--- src/rtl/core/eqd_pkg.sv ---
// Package for the equirectangular distance block: field widths, fixed-point
// constants and the work item passed from the front end to the datapath.
// No dependencies.
`default_nettype none

package eqd_pkg;

    localparam int LAT_W   = 31;
    localparam int LON_W   = 32;
    localparam int DIST_W  = 36;
    localparam int T_W     = 31;   // folded mean-latitude magnitude
    localparam int DLON_W  = 32;
    localparam int DLAT_W  = 31;
    localparam int ERAW_W  = 46;   // east offset before cosine, micrometers
    localparam int NORTH_W = 45;   // north offset, micrometers
    localparam int SUM_W   = 96;   // sum of squares
    localparam int ROOT_W  = 48;

    localparam int COS_TERMS   = 9;   // Taylor terms of the cosine
    localparam int TERM_STAGES = 7;

    localparam int QDEPTH = 4;
    localparam int QPTR_W = $clog2(QDEPTH);
    localparam int CNT_W  = QPTR_W + 1;

    localparam logic [31:0] HALF_TURN = 32'd1800000000;
    localparam logic [31:0] FULL_TURN = 32'd3600000000;

    localparam logic [63:0] RAD_Q62_PER_HALF_UNIT = 64'd4024455254;
    localparam logic [63:0] Q62_ONE               = 64'h4000_0000_0000_0000;
    localparam logic [13:0] EAST_UM_PER_UNIT      = 14'd11132;
    localparam logic [13:0] NORTH_UM_PER_UNIT     = 14'd11054;

    localparam logic [ROOT_W-1:0] ROUND_HALF = 48'd500;
    localparam logic [ROOT_W-1:0] UM_PER_MM  = 48'd1000;
    localparam int                DIV_SHIFT  = 57;
    localparam logic [63:0]       DIV_RECIP  = (64'd1 << DIV_SHIFT) / 64'd1000;

    typedef struct packed {
        logic [T_W-1:0]    t;
        logic [DLON_W-1:0] dlon;
        logic [DLAT_W-1:0] dlat;
    } eqd_job_t;

endpackage

`default_nettype wire

--- src/rtl/core/eqd_queue.sv ---
// Short queue between the front end and the datapath.
// Depends on eqd_pkg for the job type and depth.
`default_nettype none

module eqd_queue (
    input  logic              clk,
    input  logic              rst_n,
    input  logic              push_valid,
    output logic              push_ready,
    input  eqd_pkg::eqd_job_t push_data,
    output logic              pop_valid,
    input  logic              pop_ready,
    output eqd_pkg::eqd_job_t pop_data
);
    import eqd_pkg::*;

    eqd_job_t          buf_reg [QDEPTH];
    logic [QPTR_W-1:0] wr_ptr_reg;
    logic [QPTR_W-1:0] rd_ptr_reg;
    logic [CNT_W-1:0]  count_reg;
    logic [CNT_W-1:0]  count_next;
    logic              push;
    logic              pop;

    assign push_ready = (count_reg != CNT_W'(QDEPTH));
    assign pop_valid  = (count_reg != '0);
    assign pop_data   = buf_reg[rd_ptr_reg];
    assign push       = push_valid && push_ready;
    assign pop        = pop_valid && pop_ready;

    always_comb
    begin
        count_next = count_reg;
        if (push && !pop)
        begin
            count_next = count_reg + CNT_W'(1);
        end
        else if (pop && !push)
        begin
            count_next = count_reg - CNT_W'(1);
        end
    end

    always_ff @(posedge clk or negedge rst_n)
    begin
        if (!rst_n)
        begin
            wr_ptr_reg <= '0;
            rd_ptr_reg <= '0;
            count_reg  <= '0;
        end
        else
        begin
            count_reg <= count_next;
            if (push)
            begin
                wr_ptr_reg <= wr_ptr_reg + QPTR_W'(1);
            end
            if (pop)
            begin
                rd_ptr_reg <= rd_ptr_reg + QPTR_W'(1);
            end
        end
    end

    always_ff @(posedge clk)
    begin
        if (push)
        begin
            buf_reg[wr_ptr_reg] <= push_data;
        end
    end

`ifndef NO_ASSERTIONS
    a_no_overflow: assert property (@(posedge clk) disable iff (!rst_n)
        count_reg <= CNT_W'(QDEPTH))
        else $error("queue count beyond depth");

    a_pop_drains: assert property (@(posedge clk) disable iff (!rst_n)
        (pop && !push) |=> (count_reg == $past(count_reg) - CNT_W'(1)))
        else $error("queue count did not drop on pop");

    a_push_fills: assert property (@(posedge clk) disable iff (!rst_n)
        (push && !pop) |=> (count_reg == $past(count_reg) + CNT_W'(1)))
        else $error("queue count did not rise on push");
`endif
endmodule

`default_nettype wire

--- config.mk ---
export PLATFORM = sky130hd
export DESIGN_NAME = eqd_queue
export DESIGN_NICKNAME = d
export VERILOG_FILES = /design/src/rtl/core/eqd_pkg.sv /design/src/rtl/core/eqd_queue.sv
export SDC_FILE = /design/constraint.sdc
export NUM_CORES = 1
export LEC_CHECK = 0
export ABC_AREA = 1
export BUFFER_PORTS_ARGS = -buffer_cell sky130_fd_sc_hd__buf_2
export CAP_MARGIN = 20
export CORE_MARGIN = 2
export CORE_UTILIZATION = 30
export DETAILED_ROUTE_END_ITERATION = 6
export PLACE_DENSITY = 0.48
export SLEW_MARGIN = 5
export SYNTH_ARGS = -nofsm -noshare
export SYNTH_HDL_FRONTEND = slang
export SYNTH_SLANG_ARGS = --single-unit
--- constraint.sdc ---
create_clock -name clk -period 6.64 [get_ports clk]
set_input_delay 0.996 -clock clk [delete_from_list [all_inputs] [get_ports clk]]
set_output_delay 0.996 -clock clk [all_outputs]
set_load 0.02 [all_outputs]
==> impl_results.md <==
- Status: completed
- Fin. max-slew vios: 0
- DR WL/cell: 16.1 µm
- # hold bufs at CTS: 0
- Post-Place Setup Slack: roughly 3.0 ns
- Share of post-route cells with drive strength above 1: between 10% and 20%
- Worst-Margin Slew: 1.01 ns
- WL final: about 33,000 µm
- RSZ-0062 raised after global routing: no
- Final Hold Vio Count: 0
- Max_cap viols: 0
- CTS clk-pin slew, worst paths: around 0.060 ns
- FF-to-FF path depth: 5
- Initial DRC count: 378
- Clock network fraction of total power: ~28%
- Post-Syn Instances: 1,156
- Mapped Area: 15,200 µm²
- CTS resizes: 0
- Clk Latency, worst-skew pair: roughly 0.57 ns
- Hold Crit Class: input port to asynchronous set/reset pin
- FILL cells: 4,789
- Clock Sinks: ~380
- CP startpoint kind: flop
- CTS tree: yes
- Final Critical Period: around 4.1 ns
- Initial core utilization: a little over 30%
- Final GP Congestion: around 0.7
- Yosys cell types: 18
- Drt via density: about 4.3
- Critical path class: flop to output port
- Total Nets Final: about 1,400
- Seq pwr share: 38.9%
- Die width: roughly 230 µm
- Global-route usage over all layers: about 13%
- Average cell area after synthesis: 13.2 µm²
- Cell Int Power: between 5 and 6 mW
- Worst VDD drop: just under 0.3 mV
- Flop-to-flop setup slack: slightly below 4 ns
- Synthesized flop and latch total: approximately 380
- Critical Path RT: 5.64 ns
- DRC: 0
- Total gr overflow: 0
- PD cells: approximately 470 nW/µm²
- Crit Path Max Fanout: between 50 and 60
- # rows: 82
- CP Capture Type: output port
- DR vias: 8,820
- Reg2reg end: buf_reg[1][48]
- Largest net degree at the start of global routing: ~200
- Pre-antenna DRT Iters: 4
- Max reg flops: between 300 and 400
- Register area share after synthesis: between 70% and 80%
- Logic pwr share: about 33%
- Vias in the first global route: 8,638
- Die ar.: ~53,000 µm²
- CP Data Arrival Time: about 3.1 ns
- Initial antenna violation count: 3
- Synth warn: 0
- Switching share of power: between 30 and 40%
- Inserted Clock Buffers: 44
- Setup bufs post-CTS: 0
- Setup ws final: 2.51 ns
- Fmax: between 200 and 250 MHz
- Sw power: ~3.1 mW
- Final worst path period share: between 60 and 70%
- Die Height: 229 µm
- R2R Path Start: count_reg[0]
- Synth Net Count: 1,260
- Lkg Pwr: 7.25 nW
- Post-DP HPWL: approximately 18,000 µm
- First-pass GRT wire length: ~51,000 µm
- Final ANT Viol Nets: 0
- Final clock skew: about 0.016 ns
- Clk root buf: clkbuf_16
- Area growth, synth to finish: 20.0%
- Maximum clock path buffer count: 3
- Final setup viols: 0
- H-tree levels: 2
- Ports: 194
- Core area: about 50,000 µm²
- I/O Buffers: 193
- Slew Limit Headroom: around a third
- Final setup TNS: 0 ns
-- metal layers --
metal | routed length [µm] | up-vias | global-route usage, %
met4 | 658 | 6 | 3.84
met5 | 37 | - | 0
met3 | 1530 | 51 | 3.17
met2 | 15600 | 145 | 20.5
li1 | - | 4413 | -
met1 | 15200 | 4205 | 16.4
-- worst max-delay path by stage --
stage	from	endpoint	slack, ns	depth (start not counted)
2_1_floorplan	push_valid	buf_reg[0][0]	1.02	2
3_3_place_gp	rd_ptr_reg[1]	pop_data[93]	2.98	5
3_5_place_dp	rd_ptr_reg[1]	pop_data[93]	2.99	5
4_1_cts	rd_ptr_reg[1]	pop_data[93]	2.37	5
5_1_grt	rd_ptr_reg[1]	pop_data[41]	2.23	5
6_report	rd_ptr_reg[1]	pop_data[93]	2.51	5
-- power by group through the flow --
| stage | clock network, mW | registers [mW] | logic, mW |
|---|---|---|---|
| 3_5_place_dp | 0 | 3.40 | 2.94 |
| 4_1_cts | 2.47 | 3.35 | 2.94 |
| 6_report | 2.39 | 3.34 | 2.85 |
| 3_3_place_gp | 0 | 3.39 | 2.93 |
| 2_1_floorplan | 0 | 3.38 | 2.02 |
| 5_1_grt | 2.56 | 3.39 | 3.17 |
-- layout by cell type, fill, tap and decap left out, drive strengths merged, types with 2 or more instances in the layout --
master / count
buf: 204
bufinv: 5
clkbuf: 56
clkinv: 13
clkinvlp: 2
dfrtp: 7
edfxtp: 376
ha: 5
inv: 205
nand2: 300
nand3: 7
nor2: 4
o211ai: 188
-- stage by stage --
stage / power [mW] / cells / hold slack (ns) / cell area (µm²) / utilization (%)
6_report: 8.58 / 2049 / 0.266 / 18300 / 36.5
5_1_grt: 9.12 / 2048 / 0.243 / 18300 / 36.5
4_1_cts: 8.76 / 2048 / 0.229 / 18300 / 36.5
3_5_place_dp: 6.34 / 1970 / 0.483 / 16900 / 33.6
3_3_place_gp: 6.32 / 1970 / 0.477 / 16900 / 33.6
2_1_floorplan: 5.39 / 1156 / 0.463 / 15200 / -
-- kinds of logic (layout without fill, tap and decap cells) --
group           after synthesis  after routing  share of synthesized area, %
xor+xnor                      1              1                        0.0575
compound gates              189            189                          9.29
flops                       383            383                          75.2
other cells                   0              1                             0
fa+ha+maj                     6              6                         0.542
buf+inv                     265            485                          7.13
simple gates                312            312                          7.76
-- worst max-delay path, stage by stage, from the launching register on --
cell	delay [ns]
dfrtp_4	0.77
inv_4	0.51
buf_4	0.73
o211ai_1	0.20
nand2_1	0.16
buf_2	0.18
-- layout make-up --
| cell class | instances | area [µm²] | share of cell area, % |
|---|---|---|---|
| Antenna cell | 1 | 2.50 | 0.0137 |
| Clock buffer | 56 | 1190 | 6.49 |
| Clock inverter | 22 | 240 | 1.31 |
| Inverter | 203 | 772 | 4.22 |
| Multi-Input combinational cell | 508 | 2720 | 14.9 |
| Sequential cell | 383 | 11500 | 62.7 |
| Tap cell | 672 | 841 | 4.60 |
| Timing Repair Buffer | 204 | 1060 | 5.80 |
-- cells in the mapped netlist --
cell type	instances	share of area (%)
clkbuf_1	7	0.17
buf_6	4	0.30
o211ai_1	188	9.3
nor2_1	4	0.098
buf_1	5	0.12
ha_1	5	0.41
xnor2_1	1	0.057
nand3_1	7	0.23
fa_1	1	0.13
buf_2	44	1.4
dfrtp_1	7	1.1
o21ai_0	1	0.033
edfxtp_1	376	74
nand4_1	1	0.041
buf_4	2	0.098
inv_2	2	0.049
nand2_1	300	7.4
inv_1	201	4.9
Note: power is estimated with default switching activity, not from simulation.
