<file path="src/rtl/core/eqd_pkg.sv">
// Package for the equirectangular distance block: field widths, fixed-point
// constants and the work item passed from the front end to the datapath.
// No dependencies.
`default_nettype none

package eqd_pkg;

    localparam int LAT_W   = 31;
    localparam int LON_W   = 32;
    localparam int DIST_W  = 36;
    localparam int T_W     = 31;   // folded mean-latitude magnitude
    localparam int DLON_W  = 32;
    localparam int DLAT_W  = 31;
    localparam int ERAW_W  = 46;   // east offset before cosine, micrometers
    localparam int NORTH_W = 45;   // north offset, micrometers
    localparam int SUM_W   = 96;   // sum of squares
    localparam int ROOT_W  = 48;

    localparam int COS_TERMS   = 9;   // Taylor terms of the cosine
    localparam int TERM_STAGES = 7;

    localparam int QDEPTH = 4;
    localparam int QPTR_W = $clog2(QDEPTH);
    localparam int CNT_W  = QPTR_W + 1;

    localparam logic [31:0] HALF_TURN = 32'd1800000000;
    localparam logic [31:0] FULL_TURN = 32'd3600000000;

    localparam logic [63:0] RAD_Q62_PER_HALF_UNIT = 64'd4024455254;
    localparam logic [63:0] Q62_ONE               = 64'h4000_0000_0000_0000;
    localparam logic [13:0] EAST_UM_PER_UNIT      = 14'd11132;
    localparam logic [13:0] NORTH_UM_PER_UNIT     = 14'd11054;

    localparam logic [ROOT_W-1:0] ROUND_HALF = 48'd500;
    localparam logic [ROOT_W-1:0] UM_PER_MM  = 48'd1000;
    localparam int                DIV_SHIFT  = 57;
    localparam logic [63:0]       DIV_RECIP  = (64'd1 << DIV_SHIFT) / 64'd1000;

    typedef struct packed {
        logic [T_W-1:0]    t;
        logic [DLON_W-1:0] dlon;
        logic [DLAT_W-1:0] dlat;
    } eqd_job_t;

endpackage

`default_nettype wire

</file>
<file path="src/rtl/core/eqd_pos_if.sv">
// Input channel: a pair of positions with valid/ready handshake.
// Depends on eqd_pkg for field widths.
`default_nettype none

interface eqd_pos_if;
    import eqd_pkg::*;

    logic                    valid;
    logic                    ready;
    logic signed [LAT_W-1:0] lat_a;
    logic signed [LON_W-1:0] lon_a;
    logic signed [LAT_W-1:0] lat_b;
    logic signed [LON_W-1:0] lon_b;

    modport source (output valid, lat_a, lon_a, lat_b, lon_b, input ready);
    modport sink   (input valid, lat_a, lon_a, lat_b, lon_b, output ready);
endinterface

`default_nettype wire

</file>
<file path="src/rtl/core/eqd_front.sv">
// Front end: accepts a position pair, folds the mean latitude and forms the
// absolute coordinate differences. Depends on eqd_pkg and eqd_pos_if.
`default_nettype none

module eqd_front (
    input  logic             clk,
    input  logic             rst_n,
    eqd_pos_if.sink          pos_in,
    output logic             job_valid,
    input  logic             job_ready,
    output eqd_pkg::eqd_job_t job
);
    import eqd_pkg::*;

    logic signed [LAT_W:0] lat_sum;
    logic [LAT_W:0]        lat_mag;
    logic [LAT_W:0]        lat_fold;
    logic signed [LON_W:0] lon_diff;
    logic signed [LAT_W:0] lat_diff;
    eqd_job_t              job_next;
    eqd_job_t              job_reg;
    logic                  valid_reg;

    always_comb
    begin
        lat_sum  = 32'(pos_in.lat_a) + 32'(pos_in.lat_b);
        lat_mag  = lat_sum[LAT_W] ? 32'(-lat_sum) : 32'(lat_sum);
        // beyond 90 degrees: reflect, only |cos| matters
        lat_fold = (lat_mag > HALF_TURN) ? FULL_TURN - lat_mag : lat_mag;
        lon_diff = 33'(pos_in.lon_b) - 33'(pos_in.lon_a);
        lat_diff = 32'(pos_in.lat_b) - 32'(pos_in.lat_a);

        job_next.t    = lat_fold[T_W-1:0];
        job_next.dlon = lon_diff[LON_W] ? 32'(-lon_diff) : lon_diff[DLON_W-1:0];
        job_next.dlat = lat_diff[LAT_W] ? 31'(-lat_diff) : lat_diff[DLAT_W-1:0];
    end

    assign pos_in.ready = !valid_reg || job_ready;

    always_ff @(posedge clk or negedge rst_n)
    begin
        if (!rst_n)
        begin
            valid_reg <= 1'b0;
        end
        else if (pos_in.ready)
        begin
            valid_reg <= pos_in.valid;
        end
    end

    always_ff @(posedge clk)
    begin
        if (pos_in.valid && pos_in.ready)
        begin
            job_reg <= job_next;
        end
    end

    assign job_valid = valid_reg;
    assign job       = job_reg;
endmodule

`default_nettype wire

</file>
<file path="src/flat_wrapper.sv">
// flat-port wrapper written by rule: the top's interface ports become plain ports
module eqd_front_flat import eqd_pkg::*;
  (clk, rst_n, job_valid, job_ready, job, pos_in_valid, pos_in_lat_a, pos_in_lon_a, pos_in_lat_b, pos_in_lon_b, pos_in_ready);
  eqd_pos_if pos_in_i ();
  input  logic clk;
  input  logic rst_n;
  output logic job_valid;
  input  logic job_ready;
  output eqd_pkg::eqd_job_t job;
  input wire logic [$bits(pos_in_i.valid)-1:0] pos_in_valid;
  input wire logic [$bits(pos_in_i.lat_a)-1:0] pos_in_lat_a;
  input wire logic [$bits(pos_in_i.lon_a)-1:0] pos_in_lon_a;
  input wire logic [$bits(pos_in_i.lat_b)-1:0] pos_in_lat_b;
  input wire logic [$bits(pos_in_i.lon_b)-1:0] pos_in_lon_b;
  output wire logic [$bits(pos_in_i.ready)-1:0] pos_in_ready;
  assign pos_in_i.valid = pos_in_valid;
  assign pos_in_i.lat_a = pos_in_lat_a;
  assign pos_in_i.lon_a = pos_in_lon_a;
  assign pos_in_i.lat_b = pos_in_lat_b;
  assign pos_in_i.lon_b = pos_in_lon_b;
  assign pos_in_ready = pos_in_i.ready;
  eqd_front u_core (.clk(clk), .rst_n(rst_n), .pos_in(pos_in_i), .job_valid(job_valid), .job_ready(job_ready), .job(job));
endmodule
</file>
<file path="config.mk">
export PLATFORM = sky130hd
export DESIGN_NAME = eqd_front_flat
export DESIGN_NICKNAME = d
export VERILOG_FILES = /design/src/rtl/core/eqd_pkg.sv /design/src/rtl/core/eqd_pos_if.sv /design/src/rtl/core/eqd_front.sv /design/src/flat_wrapper.sv
export SDC_FILE = /design/constraint.sdc
export NUM_CORES = 1
export LEC_CHECK = 0
export BUFFER_PORTS_ARGS = -buffer_cell sky130_fd_sc_hd__buf_2
export CORE_UTILIZATION = 43
export CTS_CLUSTER_SIZE = 25
export DETAILED_ROUTE_END_ITERATION = 6
export PLACE_DENSITY_LB_ADDON = 0.2
export SLEW_MARGIN = 20
export SYNTH_ARGS = -nofsm -noshare
export SYNTH_HDL_FRONTEND = slang
export SYNTH_SLANG_ARGS = --single-unit
</file>
<file path="constraint.sdc">
create_clock -name clk -period 2.9 [get_ports clk]
set_input_delay 0.29 -clock clk [delete_from_list [all_inputs] [get_ports clk]]
set_output_delay 0.29 -clock clk [all_outputs]
set_load 0.01 [all_outputs]
</file>
==> run_results.csv <==
group,metric,value,unit
timing,maxSlewHeadroom,53.1,%
clocking,cts_made_buffers,9,
pwr,p_leak,9.44,nW
route,ant_nets,0,
setup_path,critPathRequiredTime,3.00,ns
clocking,clock_path_buffers,2,
finish,n_antenna_cell,0,
route,drc,0,
route,wl_per_cell,17.2,um
grt,overflow,0,
finish,final_core_util,77.0,%
place,place_congestion,0.932,
floorplanning,die_w,168,um
setup_path,critical_path_class,"input port to register",
place,place_area,0.0180,sq mm
synth,synth.avg_cell_area,7.95,sq um
setup_path,r2r_slack,1.15,ns
finish,fin_cells,2679,
finish,final_cell_area,0.0208,sq mm
timing,rsz0062_at_grt,"true",
finish,largest_reg_flops,93,
timing,setup_viol,91,
place,portBuffers,225,
synth,synth_edf_count,93,
clocking,cts_tree,"built",
finish,drive_above_1_share,51.3,%
grt,grt_pass1_vias,13900,
floorplanning,pin_count,226,
finish,syn2layout_area_growth,76.1,%
timing,maxSlewViolCount,0,
timing,period_needed,4.70,ns
synth,syn-instance-count,1484,
setup_path,cp-start-kind,"input port",
floorplanning,row_count,60,
run_status,outcome,"complete, but fails checks",
synth,ys_warn_count,0,
setup_path,slowest_stage,"or4_4",
grt,grt_usage,28.9,%
timing,finalWorstSetupSlack,-1.80,ns
synth,synthFlopType,"edfxtp_1",
floorplanning,start_util,43.8,%
timing,fin_crit_sh,162,%
clocking,cts_sinks,94,
run_status,violations,"negative setup slack",
pwr,p_per_area,465,mW/mm^2
grt,grt_max_degree,38,
grt,antenna_found_initial,0,
synth,syn_nets,1715,
route,first_iter_violations,1048,
clocking,cts_max_level,3,
clocking,clock_latency,0.37,ns
setup_path,critPathMaxStageDelay,0.55,ns
synth,ys_async_sr_fraction,1.06,%
timing,finClkSkew,0.0167,ns
grt,grt_pass1_wl,66700,um
finish,final_net_count,2564,
floorplanning,die_h,168,um
synth,yosysSeqAreaShare,23.9,%
clocking,cts_root_buf,"clkbuf_16",
route,routed_wl,46000,um
timing,hold_viol,0,
timing,tightest_slew,0.697,ns
setup_path,cp-end-kind,"register",
min_path,min_path_type,"input port to register",
synth,synth_cell_types,85,
pwr,peakVddDrop,312,uV
floorplanning,die_area,0.0281,sq mm
run,drv_cap,0,
synth,yosys_register_bits,94,
place,place_ws,-2.39,ns
floorplanning,core,0.0270,sq mm
setup_path,worstPathCellList,"buf_6 -> ha_4 -> fa_2 -> nor2b_4 -> o211ai_1 -> buf_4 -> a311oi_4 -> o211ai_1 -> a31oi_1 -> nor3b_4 -> nand4_2 -> or4_4 -> o211a_4 -> or2_4 -> nor4b_4 -> a211oi_4 -> buf_6 -> or3_4 -> nor2_2 -> xnor2_1",
place,dp_hpwl,31200,um
route,route.vias.total,14800,
setup_path,crit_path_max_fanout,5,
place,placed_cells_incl_taps,2571,
finish,fillers,1803,
timing,max_freq,0.213,GHz
setup_path,cp.arrival,4.81,ns
synth,synth_area,0.0118,sq mm
route,detail_route.first_pass.iterations,6,
clocking,clkTransAtPathRegs,0.08,ns
route,viasPerCell,5.53,
[cell usage after synthesis, types with 12 or more instances]
| cell | instances | area (sq um) |
|---|---|---|
| o21ai_0 | 68 | 340 |
| a211oi_1 | 15 | 113 |
| xor2_1 | 37 | 324 |
| clkbuf_1 | 30 | 113 |
| a21oi_1 | 119 | 596 |
| nand2_1 | 96 | 360 |
| o31ai_1 | 26 | 195 |
| o21bai_1 | 15 | 113 |
| nor4_1 | 25 | 156 |
| a31oi_1 | 21 | 131 |
| and2_1 | 16 | 100 |
| o21a_1 | 14 | 105 |
| ha_1 | 98 | 1230 |
| nand3_1 | 51 | 255 |
| inv_1 | 128 | 480 |
| xnor2_1 | 136 | 1190 |
| nor3_1 | 50 | 250 |
| o211ai_1 | 15 | 113 |
| a21o_1 | 29 | 218 |
| nor2_1 | 150 | 563 |
| nand2b_1 | 23 | 144 |
| nor2b_1 | 23 | 144 |
| or3_1 | 12 | 75.1 |
| and3_1 | 13 | 81.3 |
| edfxtp_1 | 93 | 2790 |
[cell type report]
| type | instances | area (sq um) | share of cell area [%] |
|---|---|---|---|
| Timing Repair Buffer | 880 | 6380 | 30.7 |
| Clock buffer | 11 | 233 | 1.12 |
| Clock inverter | 5 | 42.5 | 0.205 |
| Multi-Input combinational cell | 1219 | 10400 | 49.9 |
| Tap cell | 341 | 427 | 2.05 |
| Inverter | 129 | 513 | 2.47 |
| Sequential cell | 94 | 2820 | 13.6 |
[per-stage QoR]
stage	hold slack, ns	total power, mW	setup TNS (ns)
finish	0.133	9.65	-96.56
CTS	0.130	8.94	-88.67
floorplan	-0.00559	4.78	-100.07
global route	0.147	10.1	-107.91
global placement	0.0652	7.03	-138.48
detailed placement	0.0666	7.13	-145.49
[critical path, delay by kind of cell]
kind | cells | cell delay [ns]
buf+inv | 3 | 0.44
xor+xnor | 1 | 0.08
simple gates | 8 | 2.27
fa+ha+maj | 2 | 0.52
compound gates | 6 | 1.20
[cell usage in the layout (no fill, tap or decap), types with 12 or more instances in the layout]
cell type	n
xnor2_2	17
nor2b_1	20
buf_6	29
buf_2	218
o21bai_1	14
ha_4	12
nor2_4	24
ha_1	79
o211ai_1	15
inv_1	120
nor2_1	121
o21ai_0	36
a21o_1	29
a21oi_1	84
nand3_1	47
a21oi_4	12
nand2_1	81
o31ai_1	16
buf_4	614
edfxtp_1	93
and2_1	13
nor4_1	13
xor2_1	34
xnor2_1	116
o21ai_2	18
a21oi_2	23
nand2b_1	22
nor3_1	38
[path summary, 6_finish.rpt]
| path | end | cells past startpoint | startpoint |
|---|---|---|---|
| min in group asynchronous | u_core.job_valid | 2 | rst_n |
| max | u_core.job[87] | 20 | pos_in_lat_b[0] |
| max in group asynchronous | u_core.job_valid | 2 | rst_n |
| min reg2reg | u_core.job_valid | 2 | u_core.job_valid |
| min | u_core.job_valid | 2 | pos_in_valid |
| max reg2reg | u_core.job[85] | 3 | u_core.job_valid |
[routing by layer]
layer | part of all wire, % | GRT usage [%] | wire, um
met4 | 3.5 | 8.42 | 1620
met5 | 0 | 0 | 0
met2 | 49 | 50.6 | 22500
met3 | 5.7 | 3.43 | 2620
met1 | 42 | 37.2 | 19200
[power breakdown]
| group | leakage, nW | total (mW) | switching, mW | internal (mW) |
|---|---|---|---|---|
| sequential | 0.896 | 1.97 | 0.0739 | 1.90 |
| clock | 0.136 | 1.23 | 0.637 | 0.597 |
| combinational | 8.41 | 6.44 | 3.24 | 3.20 |
[repair_timing]
action                                  in CTS  in global routing
hold endpoints to repair                     1                  0
endpoints found under the setup margin      91                 91
setup buffers                               55                 37
resized for setup                          196                155
cloned                                       4                  1
pin swaps                                   88                112
hold buffers                                 1                  0
[logic make-up after synthesis]
kind of cell | after synthesis | synth area share [%]
AO/OA/AOI/OAI | 402 | 22.7
flip-flops | 94 | 23.9
AND/OR/NAND/NOR | 532 | 23.1
multiplexers | 7 | 0.615
adder cells (fa/ha/maj) | 101 | 10.9
XOR/XNOR | 174 | 13.0
buffers and inverters | 174 | 5.71
Note: power is estimated with default switching activity, not from simulation.
